**src/hw/rtl/hmccs_pkg.sv**
```systemverilog
package hmccs_pkg;

  // Grid size: cells outside it are ignored
  localparam int unsigned GRID_COLS = 32;
  localparam int unsigned GRID_ROWS = 32;

  localparam int unsigned CoordW = 5;
  localparam int unsigned GainW  = 4;
  localparam int unsigned CostW  = 14;
  localparam int unsigned CountW = 11;
  localparam int unsigned StepW  = 2;

  localparam logic [CountW-1:0] CountMax = '1;
  localparam logic [CostW-1:0]  CostInit = '1;

  // Configuration register indexes
  typedef enum logic [2:0] {
    REG_GOAL_X      = 3'd0,
    REG_GOAL_Y      = 3'd1,
    REG_CENTRE_X    = 3'd2,
    REG_CENTRE_Y    = 3'd3,
    REG_GOAL_GAIN   = 3'd4,
    REG_SMOOTH_GAIN = 3'd5,
    REG_UP_WEIGHT   = 3'd6,
    REG_DOWN_WEIGHT = 3'd7
  } reg_idx_e;

  // Occupancy class codes
  typedef enum logic [1:0] {
    OCC_EMPTY   = 2'd0,
    OCC_PARTIAL = 2'd1,
    OCC_FULL    = 2'd2
  } occ_class_e;

  // Sequencer states, one-hot
  typedef enum logic [5:0] {
    ST_IDLE   = 6'b000001,
    ST_MUL_W  = 6'b000010,
    ST_MUL_G  = 6'b000100,
    ST_MUL_S  = 6'b001000,
    ST_UPDATE = 6'b010000,
    ST_FINISH = 6'b100000
  } state_e;

  function automatic logic [CoordW-1:0] absdiff(input logic [CoordW-1:0] a,
                                                input logic [CoordW-1:0] b);
    absdiff = (a >= b) ? (a - b) : (b - a);
  endfunction

endpackage

```
**src/hw/rtl/histogram_min_cost_cell_select.sv**
```systemverilog
// Channel   | Handshake                 | Payload
// ----------+---------------------------+------------------------------------------
// input     | in_valid_i / in_ready_o   | cell_x_i, cell_y_i, occupied_i, last_cell_i
// result    | out_valid_o / out_ready_i | best_x_o, best_y_o, best_cost_o, found_o,
//           |                           | occupancy_class_o
// config    | cfg_we_i                  | cfg_idx_i, cfg_wdata_i
//
// A free cell inside the grid passes through ST_MUL_W, ST_MUL_G, ST_MUL_S, ST_UPDATE
// and ST_FINISH: one shared shift-add unit works through the three 4-bit gain/weight
// multiplications one multiplier bit a cycle. An occupied or out-of-grid cell goes straight to ST_FINISH.
// Reset (rst_ni low, asynchronous) restores the register defaults and clears the scan.
// The result sits in an output register; a last cell whose result finds that
// register still full waits until the word there is taken.
module histogram_min_cost_cell_select
  import hmccs_pkg::*;
(
  input  logic                clk_i,
  input  logic                rst_ni,
  // configuration
  input  logic                cfg_we_i,
  input  logic [2:0]          cfg_idx_i,
  input  logic [CoordW-1:0]   cfg_wdata_i,
  // cell input
  input  logic                in_valid_i,
  output logic                in_ready_o,
  input  logic [CoordW-1:0]   cell_x_i,
  input  logic [CoordW-1:0]   cell_y_i,
  input  logic                occupied_i,
  input  logic                last_cell_i,
  // result output
  output logic                out_valid_o,
  input  logic                out_ready_i,
  output logic [CoordW-1:0]   best_x_o,
  output logic [CoordW-1:0]   best_y_o,
  output logic [CostW-1:0]    best_cost_o,
  output logic                found_o,
  output logic [1:0]          occupancy_class_o
);

  localparam logic [CoordW:0] GridColsC = (CoordW+1)'(GRID_COLS);
  localparam logic [CoordW:0] GridRowsC = (CoordW+1)'(GRID_ROWS);

  // configuration registers
  logic [CoordW-1:0] goal_x_q, goal_y_q, centre_x_q, centre_y_q;
  logic [GainW-1:0]  goal_gain_q, smooth_gain_q, up_weight_q, down_weight_q;

  // scan state
  logic [CostW-1:0]  min_cost_q, min_cost_d;
  logic [CoordW-1:0] min_x_q, min_x_d, min_y_q, min_y_d;
  logic              any_free_q, any_free_d;
  logic [CountW-1:0] blocked_q, blocked_d, count_q, count_d;

  // item and arithmetic
  state_e            state_q, state_d;
  logic [CoordW-1:0] x_q, x_d, y_q, y_d, dx_q, dx_d;
  logic [CoordW:0]   sxy_q, sxy_d;
  logic              last_q, last_d;
  logic [CostW-1:0]  acc_q, acc_d, mcand_q, mcand_d, step_acc;
  logic [GainW-1:0]  mplier_q, mplier_d;
  logic [StepW-1:0]  step_q, step_d;

  // output register
  logic              out_valid_q, out_valid_d;
  logic [CoordW-1:0] best_x_q, best_x_d, best_y_q, best_y_d;
  logic [CostW-1:0]  best_cost_q, best_cost_d;
  logic              found_q, found_d;
  occ_class_e        class_q, class_d;

  logic              accept, in_grid, step_last;
  logic [CoordW-1:0] dy_in;
  logic [GainW-1:0]  w_in;
  occ_class_e        class_now;

  assign in_ready_o = (state_q == ST_IDLE);
  assign accept     = in_valid_i & in_ready_o;
  assign in_grid    = ({1'b0, cell_x_i} < GridColsC) && ({1'b0, cell_y_i} < GridRowsC);
  assign dy_in      = absdiff(goal_y_q, cell_y_i);
  assign w_in       = (cell_y_i >= goal_y_q) ? up_weight_q : down_weight_q;
  assign step_acc   = mplier_q[0] ? (acc_q + mcand_q) : acc_q;
  assign step_last  = (step_q == '1);

  // classify occupancy from the counters
  always_comb begin
    priority if (blocked_q == '0) class_now = OCC_EMPTY;
    else if (blocked_q == count_q) class_now = OCC_FULL;
    else class_now = OCC_PARTIAL;
  end

  // sequence one cell through the shared shift-add unit
  always_comb begin
    state_d     = state_q;
    x_d         = x_q;
    y_d         = y_q;
    dx_d        = dx_q;
    sxy_d       = sxy_q;
    last_d      = last_q;
    acc_d       = acc_q;
    mcand_d     = mcand_q;
    mplier_d    = mplier_q;
    step_d      = step_q;
    min_cost_d  = min_cost_q;
    min_x_d     = min_x_q;
    min_y_d     = min_y_q;
    any_free_d  = any_free_q;
    blocked_d   = blocked_q;
    count_d     = count_q;
    out_valid_d = out_valid_q & ~out_ready_i;
    best_x_d    = best_x_q;
    best_y_d    = best_y_q;
    best_cost_d = best_cost_q;
    found_d     = found_q;
    class_d     = class_q;

    unique case (state_q)
      ST_IDLE: begin
        if (accept) begin
          x_d      = cell_x_i;
          y_d      = cell_y_i;
          last_d   = last_cell_i;
          dx_d     = absdiff(goal_x_q, cell_x_i);
          sxy_d    = {1'b0, absdiff(cell_x_i, centre_x_q)}
                   + {1'b0, absdiff(cell_y_i, centre_y_q)};
          acc_d    = '0;
          mcand_d  = CostW'(dy_in);
          mplier_d = w_in;
          step_d   = '0;
          state_d  = ST_FINISH;
          if (in_grid) begin
            if (count_q != CountMax) count_d = count_q + 1'b1;
            if (occupied_i) begin
              if (blocked_q != CountMax) blocked_d = blocked_q + 1'b1;
            end else begin
              any_free_d = 1'b1;
              state_d    = ST_MUL_W;
            end
          end
        end
      end
      ST_MUL_W, ST_MUL_G, ST_MUL_S: begin
        // advance one multiplier bit
        acc_d    = step_acc;
        mcand_d  = {mcand_q[CostW-2:0], 1'b0};
        mplier_d = {1'b0, mplier_q[GainW-1:1]};
        step_d   = step_q + 1'b1;
        if (step_last) begin
          if (state_q == ST_MUL_W) begin
            mcand_d  = step_acc + CostW'(dx_q);
            mplier_d = goal_gain_q;
            acc_d    = '0;
            state_d  = ST_MUL_G;
          end else if (state_q == ST_MUL_G) begin
            mcand_d  = CostW'(sxy_q);
            mplier_d = smooth_gain_q;
            state_d  = ST_MUL_S;
          end else begin
            state_d  = ST_UPDATE;
          end
        end
      end
      ST_UPDATE: begin
        // keep the lowest cost, later cell wins a tie
        if (acc_q <= min_cost_q) begin
          min_cost_d = acc_q;
          min_x_d    = x_q;
          min_y_d    = y_q;
        end
        state_d = ST_FINISH;
      end
      ST_FINISH: begin
        if (!last_q) begin
          state_d = ST_IDLE;
        end else if (!out_valid_q || out_ready_i) begin
          // emit the word and clear the scan
          out_valid_d = 1'b1;
          best_x_d    = any_free_q ? min_x_q : '0;
          best_y_d    = any_free_q ? min_y_q : '0;
          best_cost_d = any_free_q ? min_cost_q : '0;
          found_d     = any_free_q;
          class_d     = class_now;
          min_cost_d  = CostInit;
          min_x_d     = '0;
          min_y_d     = '0;
          any_free_d  = 1'b0;
          blocked_d   = '0;
          count_d     = '0;
          state_d     = ST_IDLE;
        end
      end
      default: state_d = ST_IDLE;
    endcase
  end

  // control and scan registers
  always_ff @(posedge clk_i or negedge rst_ni) begin
    if (!rst_ni) begin
      state_q     <= ST_IDLE;
      min_cost_q  <= CostInit;
      min_x_q     <= '0;
      min_y_q     <= '0;
      any_free_q  <= 1'b0;
      blocked_q   <= '0;
      count_q     <= '0;
      out_valid_q <= 1'b0;
      step_q      <= '0;
      last_q      <= 1'b0;
    end else begin
      state_q     <= state_d;
      min_cost_q  <= min_cost_d;
      min_x_q     <= min_x_d;
      min_y_q     <= min_y_d;
      any_free_q  <= any_free_d;
      blocked_q   <= blocked_d;
      count_q     <= count_d;
      out_valid_q <= out_valid_d;
      step_q      <= step_d;
      last_q      <= last_d;
    end
  end

  // payload registers
  always_ff @(posedge clk_i) begin
    x_q         <= x_d;
    y_q         <= y_d;
    dx_q        <= dx_d;
    sxy_q       <= sxy_d;
    acc_q       <= acc_d;
    mcand_q     <= mcand_d;
    mplier_q    <= mplier_d;
    best_x_q    <= best_x_d;
    best_y_q    <= best_y_d;
    best_cost_q <= best_cost_d;
    found_q     <= found_d;
    class_q     <= class_d;
  end

  // configuration writes
  always_ff @(posedge clk_i or negedge rst_ni) begin
    if (!rst_ni) begin
      goal_x_q      <= 5'd0;
      goal_y_q      <= 5'd9;
      centre_x_q    <= 5'd14;
      centre_y_q    <= 5'd9;
      goal_gain_q   <= 4'd10;
      smooth_gain_q <= 4'd9;
      up_weight_q   <= 4'd5;
      down_weight_q <= 4'd10;
    end else if (cfg_we_i) begin
      unique case (reg_idx_e'(cfg_idx_i))
        REG_GOAL_X:      goal_x_q      <= cfg_wdata_i;
        REG_GOAL_Y:      goal_y_q      <= cfg_wdata_i;
        REG_CENTRE_X:    centre_x_q    <= cfg_wdata_i;
        REG_CENTRE_Y:    centre_y_q    <= cfg_wdata_i;
        REG_GOAL_GAIN:   goal_gain_q   <= cfg_wdata_i[GainW-1:0];
        REG_SMOOTH_GAIN: smooth_gain_q <= cfg_wdata_i[GainW-1:0];
        REG_UP_WEIGHT:   up_weight_q   <= cfg_wdata_i[GainW-1:0];
        REG_DOWN_WEIGHT: down_weight_q <= cfg_wdata_i[GainW-1:0];
        default: ;
      endcase
    end
  end

  assign out_valid_o       = out_valid_q;
  assign best_x_o          = best_x_q;
  assign best_y_o          = best_y_q;
  assign best_cost_o       = best_cost_q;
  assign found_o           = found_q;
  assign occupancy_class_o = class_q;

endmodule

```
**config.mk**
```make
export PLATFORM = sky130hd
export DESIGN_NAME = histogram_min_cost_cell_select
export DESIGN_NICKNAME = d
export VERILOG_FILES = /design/src/hw/rtl/hmccs_pkg.sv /design/src/hw/rtl/histogram_min_cost_cell_select.sv
export SDC_FILE = /design/constraint.sdc
export NUM_CORES = 1
export LEC_CHECK = 0
export ABC_AREA = 1
export ABC_CLOCK_PERIOD_IN_PS = 5100
export BUFFER_PORTS_ARGS = -buffer_cell sky130_fd_sc_hd__buf_4
export CORE_ASPECT_RATIO = 0.75
export CORE_UTILIZATION = 60
export CTS_CLUSTER_DIAMETER = 30
export CTS_CLUSTER_SIZE = 20
export DETAILED_ROUTE_END_ITERATION = 16
export PLACE_DENSITY = 0.78
export SYNTH_ARGS = -nofsm -noshare
export SYNTH_HDL_FRONTEND = slang
export SYNTH_SLANG_ARGS = --single-unit
```
**constraint.sdc**
```tcl
create_clock -name clk_i -period 5.1 [get_ports clk_i]
set_clock_uncertainty 0.15 [all_clocks]
set_input_delay 0.255 -clock clk_i [delete_from_list [all_inputs] [get_ports clk_i]]
set_output_delay 0.255 -clock clk_i [all_outputs]
set_load 0.05 [all_outputs]
```
==> flow_metrics.py <==
metrics = {
    "outcome": {
        "status": "finished, final reports clean",
    },
    "place": {
        "port_buffers": 53,
        "preCtsSetupSlack_ns": 1.57,
        "place.gp.congestion": 0.959,
        "dpl.cell_count": 1578,
        "hpwl_mm": 17.8,
    },
    "logic_synthesis": {
        "yosysTopAreaCell": "edfxtp_1",
        "synth_edf_count": 80,
        "synth_cells": 1304,
        "synth-seq-cells": 173,
        "yosysWarnings": 0,
        "synth_nets": 1418,
        "synth_area_mm2": 0.0108,
        "syn_area_per_cell_um2": 8.30,
        "synthTopCellsByArea": "edfxtp_1, dfrtp_1, nand2_1, ha_1, inv_1",
        "synth_ff_type": "edfxtp_1",
        "yosysUniqueCellTypes": 50,
        "async_flop_share_pct": 53.8,
        "synthDominantCellAreaShare_pct": 22.2,
        "yosysSeqAreaShare_pct": 44.0,
    },
    "clock_tree": {
        "clockBufferDepth": 2,
        "clock-sinks": 173,
        "cts.clk_slew.worst_paths_ns": 0.07,
        "h-tree-depth": 4,
        "post_cts_buffers": 0,
        "clk-insertion-delay-late_ns": 0.44,
        "cts_made_buffers": 17,
        "cts_tree": "built",
        "cts_root_buf": "clkbuf_16",
    },
    "finish": {
        "diodes": 0,
        "utilization_pct": 68.8,
        "layout-drive-gt1-share_pct": 11.6,
        "instances_no_fill": 1623,
        "mostFrequentLayoutCell": "nand2_1",
        "final_cell_mix": "nand2_1, inv_1, o21ai_0, nand3_1, nor2_1",
        "nets": 1482,
        "synthToLayoutAreaGrowth_pct": 12.2,
    },
    "worst_setup_path": {
        "crit_arrival_ns": 3.62,
        "rrSetupSlack_ns": 1.52,
        "reg2reg_to": "mcand_q[11]",
        "critPathLaunchType": "flop",
        "worst-setup-path-type": "flop to flop",
        "worstPathRequired_ns": 5.14,
        "reg2regPathDepth": 21,
        "end_kind": "flop",
        "cp_max_fo": 4,
        "r2r_start": "acc_q[0]",
    },
    "drt": {
        "drt_wl_total_mm": 23.9,
        "route.detailed.drc": 0,
        "viasPerCell": 5.40,
        "first_pass_iters": 7,
        "drt_iter0_markers": 730,
        "vias": 8772,
        "ant_nets": 0,
        "wl_per_cell_um": 14.7,
    },
    "global_routing": {
        "grt.overflow.total": 0,
        "grt_max_degree": 57,
        "antenna_found_initial": 0,
        "grt_first_pass_wirelength_mm": 39.7,
        "grt_usage_pct": 27.5,
        "grt_pass1_vias": 7955,
    },
    "pwr": {
        "power_density_mw_per_mm2": 606,
        "max-vdd-ir-drop_v": 0.000281,
        "p_leak_nw": 5.86,
    },
    "sta": {
        "finalSetupViolCount": 0,
        "fin_setup_tns_ns": 0,
        "final-hold-violation-count": 0,
        "finalCritPeriodShare_pct": 70.3,
        "slew_viol_final": 0,
        "worst_pin_slew_ns": 1.24,
        "relSlewSlack_pct": 16.8,
        "fin_ws_ns": 1.52,
        "period_minus_slack_ns": 3.58,
        "rsz0062_at_grt": "no",
        "timing.fmax_mhz": 279,
    },
    "worst_hold_path": {
        "worstHoldEndpoint": "goal_y_q[4]",
        "min_from": "cfg_wdata_i[4]",
        "hp-class": "input pin to flop",
        "holdPathStages": 3,
    },
    "floorplan": {
        "start_util_pct": 61.3,
        "die_w_um": 157,
        "pin_count": 54,
        "chipHeight_um": 118,
        "num_rows": 42,
        "fp.dieArea_mm2": 0.0186,
        "core_mm2": 0.0177,
    },
    "flow_run": {
        "maxCapViolations": 0,
    },
}
## worst max path at each step
stage / start / endpoint / slack [ns] / cells after the start
3_3_place_gp: acc_q[0] / mcand_q[13] / 1.68 / 21
5_1_grt: acc_q[0] / mcand_q[13] / 1.14 / 21
6_report: acc_q[0] / mcand_q[11] / 1.52 / 21
2_1_floorplan: state_q[0] / acc_q[0] / 1.04 / 6
3_5_place_dp: acc_q[0] / mcand_q[11] / 1.57 / 21
4_1_cts: acc_q[0] / mcand_q[11] / 1.57 / 21
## cells by family after synthesis
family,share of synthesized area (%)
DFF,44.0
muxes,0.716
adders and majority gates,11.0
and+or+nand+nor,22.0
AOI/OAI and AO/OA,10.3
xor gates and xnor gates,3.15
buffers and inverters,8.82
## per-layer routing
metal	wire length, um	global-route usage (%)	vias up
li1	-	-	4387
met1	11700	41.6	4054
met2	10200	40.6	298
met3	1620	4.22	33
met4	396	8.31	0
met5	0	0	-
## critical path, stage by stage, from the launching register on
cell	delay (ns)
edfxtp_1	0.38
ha_1	0.17
inv_1	0.05
fa_1	0.37
inv_1	0.12
nand3_1	0.08
nand3_1	0.13
xor2_1	0.09
nand2_1	0.06
o21ai_0	0.11
ha_1	0.36
nand2_1	0.07
inv_1	0.08
nand3_1	0.06
o21ai_0	0.21
nand3_1	0.13
nor2_1	0.18
nand3_1	0.15
inv_1	0.14
nand3_1	0.08
nand3_1	0.10
nand2_1	0.05
## repair_timing
action                    4_1_cts  5_1_grt
gates resized for setup         0        0
hold endpoints to repair       49        0
hold buffers                   13        0
## area by class of cell
class,instances,area [um^2]
Fill cell,1394,5510
Inverter,223,837
Multi-Input combinational cell,881,5110
Tap cell,242,303
Sequential cell,173,4770
Clock inverter,13,103
Clock buffer,19,453
Timing Repair Buffer,72,573
## sequential cells by signal (all words and copies together) (netlist names), 6 cells and up
name / cells
mcand_q: 14
sxy_q: 6
acc_q: 14
best_cost_o: 14
blocked_q: 11
count_q: 11
min_cost_q: 14
state_q: 6
## where the power goes
group	switching, mW	internal (mW)	leakage (nW)
clock network	0.587	0.659	0.271
registers	0.416	2.08	1.87
logic	2.32	1.29	3.72
total	3.33	4.03	5.86
## cell usage after synthesis, types with 3 or more instances
| cell | count |
|---|---|
| clkbuf_1 | 19 |
| buf_2 | 7 |
| nand4_1 | 15 |
| o21a_1 | 3 |
| nor2_1 | 85 |
| dfstp_2 | 30 |
| a211oi_1 | 3 |
| o21ai_0 | 118 |
| or2_2 | 7 |
| nor3_1 | 11 |
| nand2_2 | 4 |
| nand3_1 | 88 |
| nand3b_1 | 4 |
| fa_1 | 11 |
| o211ai_1 | 5 |
| o21bai_1 | 6 |
| inv_2 | 5 |
| o31ai_1 | 4 |
| ha_1 | 78 |
| nor3_2 | 3 |
| a21oi_1 | 52 |
| nor2_4 | 4 |
| nand2_1 | 305 |
| dfrtp_1 | 63 |
| edfxtp_1 | 80 |
| nor4_1 | 7 |
| xor2_1 | 22 |
| inv_1 | 218 |
| xnor2_1 | 17 |
| mux2_2 | 6 |
## stage by stage
step,instance area [um^2],hold slack (ns),power (mW)
final,12100,0.00443,7.36
after global routing,12100,0.0226,7.98
after CTS,12100,0.00188,7.30
after detailed placement,11500,0.0904,6.02
after global placement,11500,0.0880,5.91
after floorplan,10800,-0.191,5.16
No activity file was read; power rests on OpenSTA's default activity.
